===== config.mk =====
export PLATFORM = sky130hd
export DESIGN_NAME = idr_cfg
export DESIGN_NICKNAME = d
export VERILOG_FILES = /design/src/sv/idr_pkg.sv /design/src/sv/idr_cfg.sv
export SDC_FILE = /design/constraint.sdc
export NUM_CORES = 1
export LEC_CHECK = 0
export BUFFER_PORTS_ARGS = -buffer_cell sky130_fd_sc_hd__buf_2
export CAP_MARGIN = 20
export CORE_AREA = 4 4 112 114
export CTS_CLUSTER_DIAMETER = 60
export DETAILED_ROUTE_END_ITERATION = 10
export DIE_AREA = 0 0 116 118
export PLACE_DENSITY = 0.68
export SLEW_MARGIN = 20
export SYNTH_ARGS = -nofsm -noshare
export SYNTH_HDL_FRONTEND = slang
export SYNTH_SLANG_ARGS = --single-unit
export TNS_END_PERCENT = 100

===== constraint.sdc =====
create_clock -name i_clk -period 2 [get_ports i_clk]
set_input_delay 0.1 -clock i_clk [delete_from_list [all_inputs] [get_ports i_clk]]
set_output_delay 0.1 -clock i_clk [all_outputs]
set_load 0.01 [all_outputs]

===== src/sv/idr_pkg.sv =====
// ----------------------------------------------------------------------------
// idr_pkg
// Shared types, register codes and the step program of the dead reckoning
// sequencer.
// ----------------------------------------------------------------------------
package idr_pkg;

    localparam int CFG_ADDR_W = 4;
    localparam int CFG_DATA_W = 32;
    localparam int MUL_W      = 33;
    localparam int PROD_W     = 2 * MUL_W;
    localparam int NUM_STEPS  = 33;
    localparam int STEP_W     = 6;

    localparam logic [30:0] THRESH_RST  = 31'd3277;
    localparam logic [30:0] GRAVITY_RST = 31'd642253;
    localparam logic [23:0] PERIOD_RST  = 24'd83886;

    localparam logic signed [63:0] S32_MAX = 64'sh0000_0000_7FFF_FFFF;
    localparam logic signed [63:0] S32_MIN = 64'shFFFF_FFFF_8000_0000;
    localparam logic signed [63:0] S64_MAX = 64'sh7FFF_FFFF_FFFF_FFFF;
    localparam logic signed [63:0] S64_MIN = 64'sh8000_0000_0000_0000;

    typedef struct packed {
        logic signed [31:0] rate_x;
        logic signed [31:0] rate_y;
        logic signed [31:0] rate_z;
        logic signed [31:0] accel_x;
        logic signed [31:0] accel_y;
        logic signed [31:0] accel_z;
        logic signed [31:0] quat_w;
        logic signed [31:0] quat_x;
        logic signed [31:0] quat_y;
        logic signed [31:0] quat_z;
    } t_in_item;

    typedef struct packed {
        logic signed [63:0] vel_x;
        logic signed [63:0] vel_y;
        logic signed [63:0] vel_z;
        logic signed [63:0] pos_x;
        logic signed [63:0] pos_y;
        logic signed [63:0] pos_z;
        logic               at_rest;
    } t_out_item;

    typedef struct packed {
        logic [30:0] still_threshold;
        logic [30:0] gravity_level;
        logic [23:0] sample_period;
    } t_cfg;

    typedef struct packed {
        logic busy;
        logic done;
    } t_core_stat;

    typedef enum logic [1:0] {
        REG_THRESH  = 2'd0,
        REG_GRAVITY = 2'd1,
        REG_PERIOD  = 2'd2
    } t_reg_idx;

    typedef enum logic [4:0] {
        A_Q0, A_Q1, A_Q2, A_Q3,
        A_T0, A_T1, A_T2, A_T3,
        A_A0, A_A1, A_A2,
        A_VHI0, A_VHI1, A_VHI2,
        A_VLO0, A_VLO1, A_VLO2
    } t_asel;

    typedef enum logic [2:0] {
        B_V1, B_V2, B_V3, B_Q0, B_Q1, B_Q2, B_Q3, B_DT
    } t_bsel;

    typedef enum logic [1:0] {
        K_ROT, K_VEL, K_POS
    } t_kind;

    // destination codes: rotation temporaries, world acceleration, axes
    localparam logic [2:0] D_T0 = 3'd0;
    localparam logic [2:0] D_T1 = 3'd1;
    localparam logic [2:0] D_T2 = 3'd2;
    localparam logic [2:0] D_T3 = 3'd3;
    localparam logic [2:0] D_A0 = 3'd4;
    localparam logic [2:0] D_A1 = 3'd5;
    localparam logic [2:0] D_A2 = 3'd6;
    localparam logic [2:0] D_X  = 3'd0;
    localparam logic [2:0] D_Y  = 3'd1;
    localparam logic [2:0] D_Z  = 3'd2;

    typedef struct packed {
        t_asel      a_sel;
        t_bsel      b_sel;
        t_kind      kind;
        logic [2:0] dest;
        logic       neg;
        logic       first;
        logic       last;
    } t_uop;

    function automatic t_uop mk_uop(input t_asel a, input t_bsel b, input t_kind k,
                                    input logic [2:0] d, input logic n,
                                    input logic f, input logic l);
        t_uop u;
        u.a_sel = a;
        u.b_sel = b;
        u.kind  = k;
        u.dest  = d;
        u.neg   = n;
        u.first = f;
        u.last  = l;
        return u;
    endfunction

    // one product per step, accumulated in the following cycle
    function automatic t_uop idr_uop(input logic [STEP_W-1:0] step);
        t_uop u;
        case (step)
            // t = q * (0, v)
            6'd0:  u = mk_uop(A_Q1, B_V1, K_ROT, D_T0, 1'b1, 1'b1, 1'b0);
            6'd1:  u = mk_uop(A_Q2, B_V2, K_ROT, D_T0, 1'b1, 1'b0, 1'b0);
            6'd2:  u = mk_uop(A_Q3, B_V3, K_ROT, D_T0, 1'b1, 1'b0, 1'b1);
            6'd3:  u = mk_uop(A_Q0, B_V1, K_ROT, D_T1, 1'b0, 1'b1, 1'b0);
            6'd4:  u = mk_uop(A_Q2, B_V3, K_ROT, D_T1, 1'b0, 1'b0, 1'b0);
            6'd5:  u = mk_uop(A_Q3, B_V2, K_ROT, D_T1, 1'b1, 1'b0, 1'b1);
            6'd6:  u = mk_uop(A_Q0, B_V2, K_ROT, D_T2, 1'b0, 1'b1, 1'b0);
            6'd7:  u = mk_uop(A_Q1, B_V3, K_ROT, D_T2, 1'b1, 1'b0, 1'b0);
            6'd8:  u = mk_uop(A_Q3, B_V1, K_ROT, D_T2, 1'b0, 1'b0, 1'b1);
            6'd9:  u = mk_uop(A_Q0, B_V3, K_ROT, D_T3, 1'b0, 1'b1, 1'b0);
            6'd10: u = mk_uop(A_Q1, B_V2, K_ROT, D_T3, 1'b0, 1'b0, 1'b0);
            6'd11: u = mk_uop(A_Q2, B_V1, K_ROT, D_T3, 1'b1, 1'b0, 1'b1);
            // r = t * conj(q)
            6'd12: u = mk_uop(A_T0, B_Q1, K_ROT, D_A0, 1'b1, 1'b1, 1'b0);
            6'd13: u = mk_uop(A_T1, B_Q0, K_ROT, D_A0, 1'b0, 1'b0, 1'b0);
            6'd14: u = mk_uop(A_T2, B_Q3, K_ROT, D_A0, 1'b1, 1'b0, 1'b0);
            6'd15: u = mk_uop(A_T3, B_Q2, K_ROT, D_A0, 1'b0, 1'b0, 1'b1);
            6'd16: u = mk_uop(A_T0, B_Q2, K_ROT, D_A1, 1'b1, 1'b1, 1'b0);
            6'd17: u = mk_uop(A_T1, B_Q3, K_ROT, D_A1, 1'b0, 1'b0, 1'b0);
            6'd18: u = mk_uop(A_T2, B_Q0, K_ROT, D_A1, 1'b0, 1'b0, 1'b0);
            6'd19: u = mk_uop(A_T3, B_Q1, K_ROT, D_A1, 1'b1, 1'b0, 1'b1);
            6'd20: u = mk_uop(A_T0, B_Q3, K_ROT, D_A2, 1'b1, 1'b1, 1'b0);
            6'd21: u = mk_uop(A_T1, B_Q2, K_ROT, D_A2, 1'b1, 1'b0, 1'b0);
            6'd22: u = mk_uop(A_T2, B_Q1, K_ROT, D_A2, 1'b0, 1'b0, 1'b0);
            6'd23: u = mk_uop(A_T3, B_Q0, K_ROT, D_A2, 1'b0, 1'b0, 1'b1);
            // velocity
            6'd24: u = mk_uop(A_A0, B_DT, K_VEL, D_X, 1'b0, 1'b1, 1'b1);
            6'd25: u = mk_uop(A_A1, B_DT, K_VEL, D_Y, 1'b0, 1'b1, 1'b1);
            6'd26: u = mk_uop(A_A2, B_DT, K_VEL, D_Z, 1'b0, 1'b1, 1'b1);
            // position, high word then low word of velocity
            6'd27: u = mk_uop(A_VHI0, B_DT, K_POS, D_X, 1'b0, 1'b1, 1'b0);
            6'd28: u = mk_uop(A_VLO0, B_DT, K_POS, D_X, 1'b0, 1'b0, 1'b1);
            6'd29: u = mk_uop(A_VHI1, B_DT, K_POS, D_Y, 1'b0, 1'b1, 1'b0);
            6'd30: u = mk_uop(A_VLO1, B_DT, K_POS, D_Y, 1'b0, 1'b0, 1'b1);
            6'd31: u = mk_uop(A_VHI2, B_DT, K_POS, D_Z, 1'b0, 1'b1, 1'b0);
            6'd32: u = mk_uop(A_VLO2, B_DT, K_POS, D_Z, 1'b0, 1'b0, 1'b1);
            default: u = mk_uop(A_Q0, B_V1, K_ROT, D_T0, 1'b0, 1'b0, 1'b0);
        endcase
        return u;
    endfunction

    function automatic logic signed [31:0] sat32(input logic signed [63:0] x);
        logic signed [31:0] r;
        if (x > S32_MAX) begin
            r = 32'sh7FFF_FFFF;
        end else if (x < S32_MIN) begin
            r = 32'sh8000_0000;
        end else begin
            r = signed'(x[31:0]);
        end
        return r;
    endfunction

    function automatic logic signed [63:0] sat_add64(input logic signed [63:0] a,
                                                     input logic signed [63:0] b);
        logic signed [64:0] s;
        logic signed [63:0] r;
        s = {a[63], a} + {b[63], b};
        if (s[64] != s[63]) begin
            r = s[64] ? S64_MIN : S64_MAX;
        end else begin
            r = signed'(s[63:0]);
        end
        return r;
    endfunction

endpackage


===== src/sv/idr_cfg.sv =====
// ----------------------------------------------------------------------------
// idr_cfg
// APB register file: rest threshold, gravity level and sample period.
// ----------------------------------------------------------------------------
module idr_cfg (
    input  logic                           i_clk,
    input  logic                           i_rst_n,
    input  logic                           psel,
    input  logic                           penable,
    input  logic                           pwrite,
    input  logic [idr_pkg::CFG_ADDR_W-1:0] paddr,
    input  logic [idr_pkg::CFG_DATA_W-1:0] pwdata,
    output logic [idr_pkg::CFG_DATA_W-1:0] prdata,
    output logic                           pready,
    output idr_pkg::t_cfg                  o_cfg
);
    import idr_pkg::*;

    t_cfg     r_cfg;
    t_reg_idx w_idx;
    logic     w_wr;

    assign w_idx  = t_reg_idx'(paddr[3:2]);
    assign w_wr   = psel && penable && pwrite;
    assign pready = 1'b1;
    assign o_cfg  = r_cfg;

    always_ff @(posedge i_clk) begin
        if (!i_rst_n) begin
            r_cfg.still_threshold <= THRESH_RST;
            r_cfg.gravity_level   <= GRAVITY_RST;
            r_cfg.sample_period   <= PERIOD_RST;
        end else if (w_wr) begin
            case (w_idx)
                REG_THRESH:  r_cfg.still_threshold <= pwdata[30:0];
                REG_GRAVITY: r_cfg.gravity_level   <= pwdata[30:0];
                REG_PERIOD:  r_cfg.sample_period   <= pwdata[23:0];
                default: begin
                end
            endcase
        end
    end

    always_comb begin
        case (w_idx)
            REG_THRESH:  prdata = {1'b0, r_cfg.still_threshold};
            REG_GRAVITY: prdata = {1'b0, r_cfg.gravity_level};
            REG_PERIOD:  prdata = {8'd0, r_cfg.sample_period};
            default:     prdata = '0;
        endcase
    end

endmodule


# After elaboration in Yosys (flattened, before gate mapping)
# Cells that the tools add are included.
# W data, S select, Z words.
[totals] ff_bits=86 in_bits=41 out_inout_bits=119 elab_cells=12
[classes] eq_ne=2 n_mux=1 reduce_logical=6
[ops] op="$pmux W31 S3" n=1
[ops] op="$reduce_and A2 Y1" n=3
[ops] op="$eq A2 B1 Y1 const B" n=1
[ops] op="$eq A2 B2 Y1 const B" n=1
[ops] op="$logic_and A1 B1 Y1" n=2
[ops] op="$logic_not A2 Y1" n=1

# Longest topological paths before layout
# Gate-level depths: netlist of the first run.
[depth] word_depth=3 depth_mapped=6 ltp_nobuf=3

# Worst setup path after synthesis of the first run
# OpenSTA, ideal clock, no wires.
[synth_timing] kind="input-to-reg" from="input paddr[2] in the netlist's numbering" to="register r_cfg, in the netlist o_cfg[31]" setup_ns=0.121 arrival_time_ns=1.011 required_ns=1.879 setup_slack_ns=0.868 cell_stages=5 path_buffers=3 path_cell_list="buf_2 > or3b_1 > buf_6 > buf_12 > mux2i_1"
[synth_between] elab_chain_len=2
[synth_rtl] element="start, declared" line="idr_cfg.sv:11" rtl="input logic [idr_pkg::CFG_ADDR_W-1:0] paddr,"
[synth_rtl] element="$eq A2 B1 Y1" line="idr_cfg.sv:34" rtl="case (w_idx)"
[synth_rtl] element="$reduce_and A2 Y1 (no line)"
[synth_rtl] element="end, declared" line="idr_cfg.sv:19" rtl="t_cfg r_cfg;"
# Every way passes these cells.
# A chain may end at the register's enable or synchronous reset.

# Worst setup path in the final report of the first run
[layout_timing] from="input paddr[2] in the netlist's numbering" to="output prdata[14] in the netlist's numbering"
[layout_between] elab_chain_len=2 word_cells_on_any_way=4 cone_classes="eq/ne (2); mux (1); reduce/logical (1)"
[layout_rtl] element="$eq A2 B2 Y1, or another cell as far along" line="idr_cfg.sv:45" rtl="case (w_idx)"
[layout_rtl] element="$pmux W31 S3 *" line="idr_cfg.sv:45"
[layout_rtl] element="end, declared" line="idr_cfg.sv:13" rtl="output logic [idr_pkg::CFG_DATA_W-1:0] prdata,"
# Every way passes the cells marked *; elsewhere a longest branch is shown, timed or not.

==> results list, run 1 <==
- The number of antenna violations at the first check in global routing was 1.
* Sum of negative setup slack: 0 ns
- The largest total area in the synthesized netlist belongs to dfxtp_1.
- Post-Syn Nets: 481
* Synth cell types: 20
* Port bufs: ~150
- The run finished with clean final reports.
* Core area: ~11000 µm²
- For this block, the via count after detailed routing is between 3000 and 4000.
* Cell area after placement: 4860 µm²
- The die is about 120 µm tall.
- Proportion of layout cells with a drive suffix above 1: 0.322
- OpenSTA, run right after detailed placement, puts the worst setup slack at roughly 0.40 ns.
* Top post-synthesis cells by area: dfxtp_1, mux2i_1, nand2_1
- NumNets Final: roughly 630
* DR iter-0 viols: between 100 and 150
* Worst hold-check path type: in -> reg
- The worst setup path is launched from an input port.
* Detailed placement HPWL: between 8000 and 9000 µm
- The first TritonRoute pass finished after 4 iterations.
- The tree built by TritonCTS fans out to 86 sinks.
* Post-route minimum period: roughly 1.6 ns
* Critical Path End Type: output port
- Netlist Area Pre-Place: slightly below 4000 µm²
- Max-cap violations in this run came to 0.
- H-tree level count: 3
- Timing startpoint of the critical path: paddr[2]
- Via/cell ratio: between 4 and 5
- # DRC: 0
- The repair_antennas step left the layout with diodes totalling 0.
- Clock edge transition at the registers on the reported setup and hold paths: approximately 0.060 ns
- Post-route ant nets: 0
* Total non-filler cell area in the finished layout: 5140 µm²
- The tree is rooted in a clkbuf_16.
- Data on the critical path is required at its endpoint by roughly 1.9 ns.
- Full die area: ~14000 µm²
- Clock skew on the completed layout was measured at 0 ns.
* IR Drop Worst-Case VDD: 0.309 mV
* Postcts setup bufs: 0
* Average detailed-routed wire length per instance: approximately 16 µm
- After layout, the design draws a total of 3.66 mW.
- Register bit total from synthesis: 86
- Setup repair after global routing left no endpoint under its margin.
- Crit-path max FO: 25
- Routability Congestion: 0.765
* Total wire length: ~11000 µm
- Clock Latency Late Sink: ~0.33 ns
- Standard-cell rows: 39
* Final setup violation count: 0
- Startpoint of the lowest-slack register-to-register path: o_cfg[76]
* Synthesized instance count: between 400 and 500
* Post-route worst setup slack: ~0.42 ns
* TritonCTS Buffers: 9
* Setup CP Type: in -> out
* Pwr Density: 711 nW/µm²
* Largest net degree at the start of global routing: between 40 and 50
- Overflow left after global routing: 0
- Vias in the first global route: between 3000 and 4000
- The number of failing hold endpoints at the final stage came to 0.
* Die width: about 120 µm
* Post-route clock period utilization: 0.788
* Count of final max-slew check failures: 0
- The initial utilization of the core area, before any placement, comes to 0.347.
- Fraction of synthesized cell area taken by the top area cell type: 0.434
- Of the synthesized area, sequential elements account for 0.434.
- TritonCTS built the clock tree.
- Leak: between 2 and 2.5 nW
- Max FFs per register: 86
* Warnings, synthesis: 0
- For the worst setup path, the data arrival time is between 1 and 1.5 ns.
- Hold-fix buffers, CTS: 0
- Measured on the finished design, the core utilization comes to 0.450.
- Mean area per synthesized cell: 9.01 µm²
- Compared with the post-synthesis result, the final layout area differs by 29.6%.
- Longest Clk Path Bufs: 2
- Wire length of the first global-routing pass: around 18000 µm
- Combined global-route utilization of all metal layers: 0.168
* Startpoint of the tightest hold check path: pwdata[6]
- Number of ports placed on the die boundary: 160
- Gates resized during post-CTS repair numbered 0.
* Fmax: 0.635 GHz
==> path summary, 6_finish.rpt <==
| kind | endpoint | slack (ns) | cells after the start |
|---|---|---|---|
| worst min-delay path | o_cfg[6] | 0.02 | 3 |
| worst max-delay path | prdata[14] | 0.42 | 5 |
| worst min register to register | o_cfg[56] | 0.47 | 2 |
| worst max register to register | o_cfg[76] | 1.34 | 2 |
==> stage by stage <==
step | hold WS, ns | instances
after floorplan | 0.242 | 440
after global placement | 0.371 | 716
after detailed placement | 0.376 | 716
after CTS | 0.0196 | 730
after global routing | 0.0309 | 730
final | 0.0227 | 730
==> Yosys cell counts <==
| cell | n |
|---|---|
| o211ai_1 | 10 |
| nand2_1 | 109 |
| nand3_2 | 1 |
| nand2b_1 | 1 |
| clkbuf_1 | 20 |
| or2_1 | 1 |
| nor3_2 | 1 |
| buf_2 | 12 |
| nor2_1 | 8 |
| or3b_1 | 1 |
| buf_12 | 1 |
| mux2i_1 | 107 |
| o21ai_0 | 34 |
| buf_6 | 2 |
| buf_4 | 3 |
| conb_1 | 2 |
| dfxtp_1 | 86 |
| nor3b_2 | 1 |
| inv_1 | 10 |
| nor2b_1 | 30 |
==> per-layer routing <==
layer  routed length [µm]  GRT usage
met2                 5530      0.278
met1                 4830      0.207
met4                  148     0.0609
met3                  936     0.0473
met5                   16          0
==> kinds of logic after synthesis <==
logic type / Yosys count / share of synthesized area
AOI/OAI and AO/OA: 44 / 0.0619
buffers and inverters: 48 / 0.0600
DFF: 86 / 0.434
muxes: 107 / 0.270
other: 2 / 0.00189
and+or+nand+nor: 153 / 0.172
==> where the power goes <==
group          internal, mW  switching [mW]  total [mW]
Clock                 0.895           0.655        1.55
Combinational         0.143           0.207       0.350
Sequential             1.74          0.0189        1.76
Total                  2.77           0.881        3.66
==> critical path, stage by stage <==
cell and delay [ns]:
buf_2 0.32, buf_4 0.51, mux2i_1 0.13, o21ai_0 0.22
buf_2 0.17
==> placed cells by master, fill, tap and decap left out, drive strengths merged <==
| cell | netlist | routed |
|---|---|---|
| nor2b | 30 | 30 |
| clkbuf | 20 | 11 |
| conb | 2 | 2 |
| buf | 18 | 171 |
| or3b | 1 | 1 |
| nor2 | 8 | 8 |
| dfxtp | 86 | 86 |
| o211ai | 10 | 10 |
| inv | 10 | 10 |
| nor3b | 1 | 1 |
| mux2i | 107 | 107 |
| nand3 | 1 | 1 |
| nor3 | 1 | 1 |
| nand2 | 109 | 109 |
| or2 | 1 | 1 |
| nand2b | 1 | 1 |
| o21ai | 34 | 34 |
| clkinv | 0 | 2 |
| clkinvlp | 0 | 1 |
==> layout make-up <==
type	instances	area, µm²
Multi-Input combinational cell	306	2010
Sequential cell	86	1720
Clock buffer	11	253
Fill cell	1130	6280
Inverter	10	37.5
Tap cell	143	179
Timing Repair Buffer	171	913
Clock inverter	3	21.3
(Power assumes the default switching activity.)
==> run 2: changes to the inputs <==
Settings changed: ABC_AREA from default to 1, CORE_AREA 4 4 112 114 to 4 4 111 113, DIE_AREA 0 0 116 118 to 0 0 115 117, PLACE_DENSITY 0.68 to 0.7.
Clock period 2 ns to 1.3 ns, I/O delays scaled along.
==> run 2 against run 1 <==
Register-to-register slack worse by 0.64 ns. Flip-flop and latch count stayed put. Via count is 17% higher. Global-route usage is 0.92 points higher. First-iteration DRC count is 57% higher. Final cell count is 23% higher. Count of clock-buffer cells in the layout is 2 lower. Die area is 1.7% lower. Sequential share of layout area is 1.4 points lower. Critical path type unchanged.
==> results list, run 2 <==
- Status: finished, final reports clean
- Synthesis produced a netlist with a net count of 635.
* Total wire length: between 10000 and 15000 µm
* Via/cell ratio: about 4.7
- Counting every sink on the clock net gives 86.
- Clock Latency Late Sink: ~0.32 ns
- Final hold analysis gives a worst-case slack of between 0.06 and 0.07 ns.
- Sequential cell area: between 1500 and 2000 µm²
- Setup repair after global routing left no endpoint under its margin.
- After detailed routing, the average wire length per cell comes to 13.2 µm.
- Relative to the synthesized area, the layout overhead comes to 38.2%.
- Register bit total from synthesis: 86
- Overflow left after global routing: 0
- Warnings, synthesis: 0
- TritonCTS built the clock tree.
* Most common library cell in the layout ignoring fill and taps: nand2_1
- NumNets Final: 790
- The number of max-slew violations in the final report was 0.
* Register area share after synthesis: 0.444
* Share of the core filled with cells: 0.473
- Post-route ant nets: 0
- Netlist Area Pre-Place: between 3000 and 4000 µm²
- Wire length of the first global-routing pass: 19100 µm
- Most repeated library cell on the critical path: buf_2
- Post-route minimum period: ~1.1 ns
* Die width: around 120 µm
* Proportion of layout cells with a drive suffix above 1: 0.264
* Number of vias after detailed routing: 4174
- Crit-path max FO: 40
- The die covers roughly 13000 µm².
- The clock passes through at most 2 buffers.
* Max FFs per register: 86
- PnR Total Power: around 6.3 mW
* Most frequent cells in the layout: nand2_1, buf_2, nor2_1
- Worst path slowest cell: buf_12
* Post-cts repair resize count: 0
* Largest net degree at the start of global routing: 87
- First drt pass iteration count: 5
- Combined global-route utilization of all metal layers: 0.178
- Fraction of synthesized cell area taken by the top area cell type: 0.444
* Data required time at the worst endpoint: about 1.2 ns
* Synth cell count leaders: nand2_1, nor2_1, nand3_1
- Power spread over the standard cell area amounts to about 1200 nW/µm².
- The setup check on the worst reg-to-reg path leaves a slack of 0.70 ns.
- STA classifies the critical path endpoint as an output port.
- In this run, CTS created clock tree buffers numbering 9.
- DR iter-0 viols: between 150 and 200
* Detailed placement HPWL: 7900 µm
* Place WS: roughly 0.18 ns
- The initialized floorplan defines 39 standard-cell rows.
- Fmax: approximately 0.90 GHz
- Clock edge transition at the registers on the reported setup and hold paths: approximately 0.070 ns
* Number of ports placed on the die boundary: 160
- Antenna violations before repair: 0
- By startpoint and endpoint, the worst setup path is classified as in -> out.
* Top post-synthesis cells by area: dfxtp_1, nand2_1, nand3_1
- Critical path's largest stage delay: between 0.2 and 0.3 ns
- Summed over all cells, the static leakage comes to roughly 2.7 nW.
* Sum of negative setup slack: 0 ns
* Number of max-cap violations: 0
- Mean area per synthesized cell: roughly 6.5 µm²
- The repair_antennas step left the layout with diodes totalling 0.
* Effective utilization at floorplan: 0.342
- Routability Congestion: 0.763
- Post-route worst setup slack: ~0.19 ns
- Critical Path Start Type: input port
- At the worst endpoint, the arrival time is 1.05 ns.
- Port bufs: approximately 150
* IR Drop Worst-Case VDD: 0.780 mV
- Async set or reset register ratio after synthesis: 0
* Die Ht: around 120 µm
- The most common cell in the synthesized netlist is nand2_1.
- Clock Root Buffer: clkbuf_16
- Post-route clock period utilization: 0.855
* Cell taking the most area after synthesis: dfxtp_1
- The multi-input combinational cells in the finished layout cover a total of roughly 1900 µm².
- Core area: 11300 µm²
- In the synthesized netlist, the number of instances is 594.
- Vias in the first global route: around 3800
- Count of filler cells inserted in the layout: roughly 1200
* Prevailing post-synth register cell: dfxtp_1
- Final setup violation count: 0
* Worst hold-check path type: in -> reg
- The number of failing hold endpoints at the final stage was 0.
- Synth cell types: 14
- On the final layout, the worst clock skew is 0 ns.
- H-tree level count: 3
* Crit-path cells: buf_2 -> inv_2 -> nor2_4 -> buf_12 -> nand2_1 -> nand3_1 -> buf_2
- Number of flops mapped to enable cells by yosys: 0
- After detailed routing, the number of remaining DRC violations is 0.
run 2: power breakdown:
group	total [mW]	internal, mW	switching [mW]
Sequential	2.74	2.69	0.0439
Clock	2.81	1.71	1.10
Combinational	0.728	0.297	0.431
Total	6.27	4.70	1.58
run 2: layout make-up:
type | instances | area share
Clock buffer | 9 | 0.0421
Clock inverter | 7 | 0.0192
Inverter | 30 | 0.0210
Multi-Input combinational cell | 436 | 0.346
Sequential cell | 86 | 0.321
Tap cell | 143 | 0.0334
Timing Repair Buffer | 186 | 0.217
run 2: routing by layer:
metal | routed length [µm] | track usage
met5 | 0 | 0
met4 | 85 | 0.0383
met3 | 816 | 0.0483
met2 | 5520 | 0.291
met1 | 5430 | 0.236
run 2: worst max-delay path: cells and delay by family:
family	cells	cell delay, ns
buffers and inverters	4	0.63
and+or+nand+nor	3	0.34
run 2: logic make-up (layout without fill, tap and decap cells):
logic type | Yosys count | in the layout | share of synthesized area
simple gates | 427 | 427 | 0.453
flops | 86 | 86 | 0.444
buf+inv | 72 | 232 | 0.0846
compound gates | 7 | 7 | 0.0158
other cells | 2 | 2 | 0.00194
run 2: worst paths after layout:
kind | depth (start not counted) | from | endpoint
max | 7 | paddr[2] | prdata[1]
min | 5 | pwdata[25] | o_cfg[80]
max reg2reg | 2 | o_cfg[60] | o_cfg[60]
min reg2reg | 2 | o_cfg[1] | o_cfg[1]
run 2: repair_timing:
item | CTS | global route
hold buffers | 15 | 0
setup buffers | 0 | 0
endpoints found under the hold margin | 26 | 0
run 2: metrics by stage:
stage / instance area (µm²) / instances
3_3_place_gp: 4880 / 866
4_1_cts: 5360 / 897
2_1_floorplan: 3870 / 594
5_1_grt: 5360 / 897
3_5_place_dp: 4880 / 866
6_report: 5360 / 897
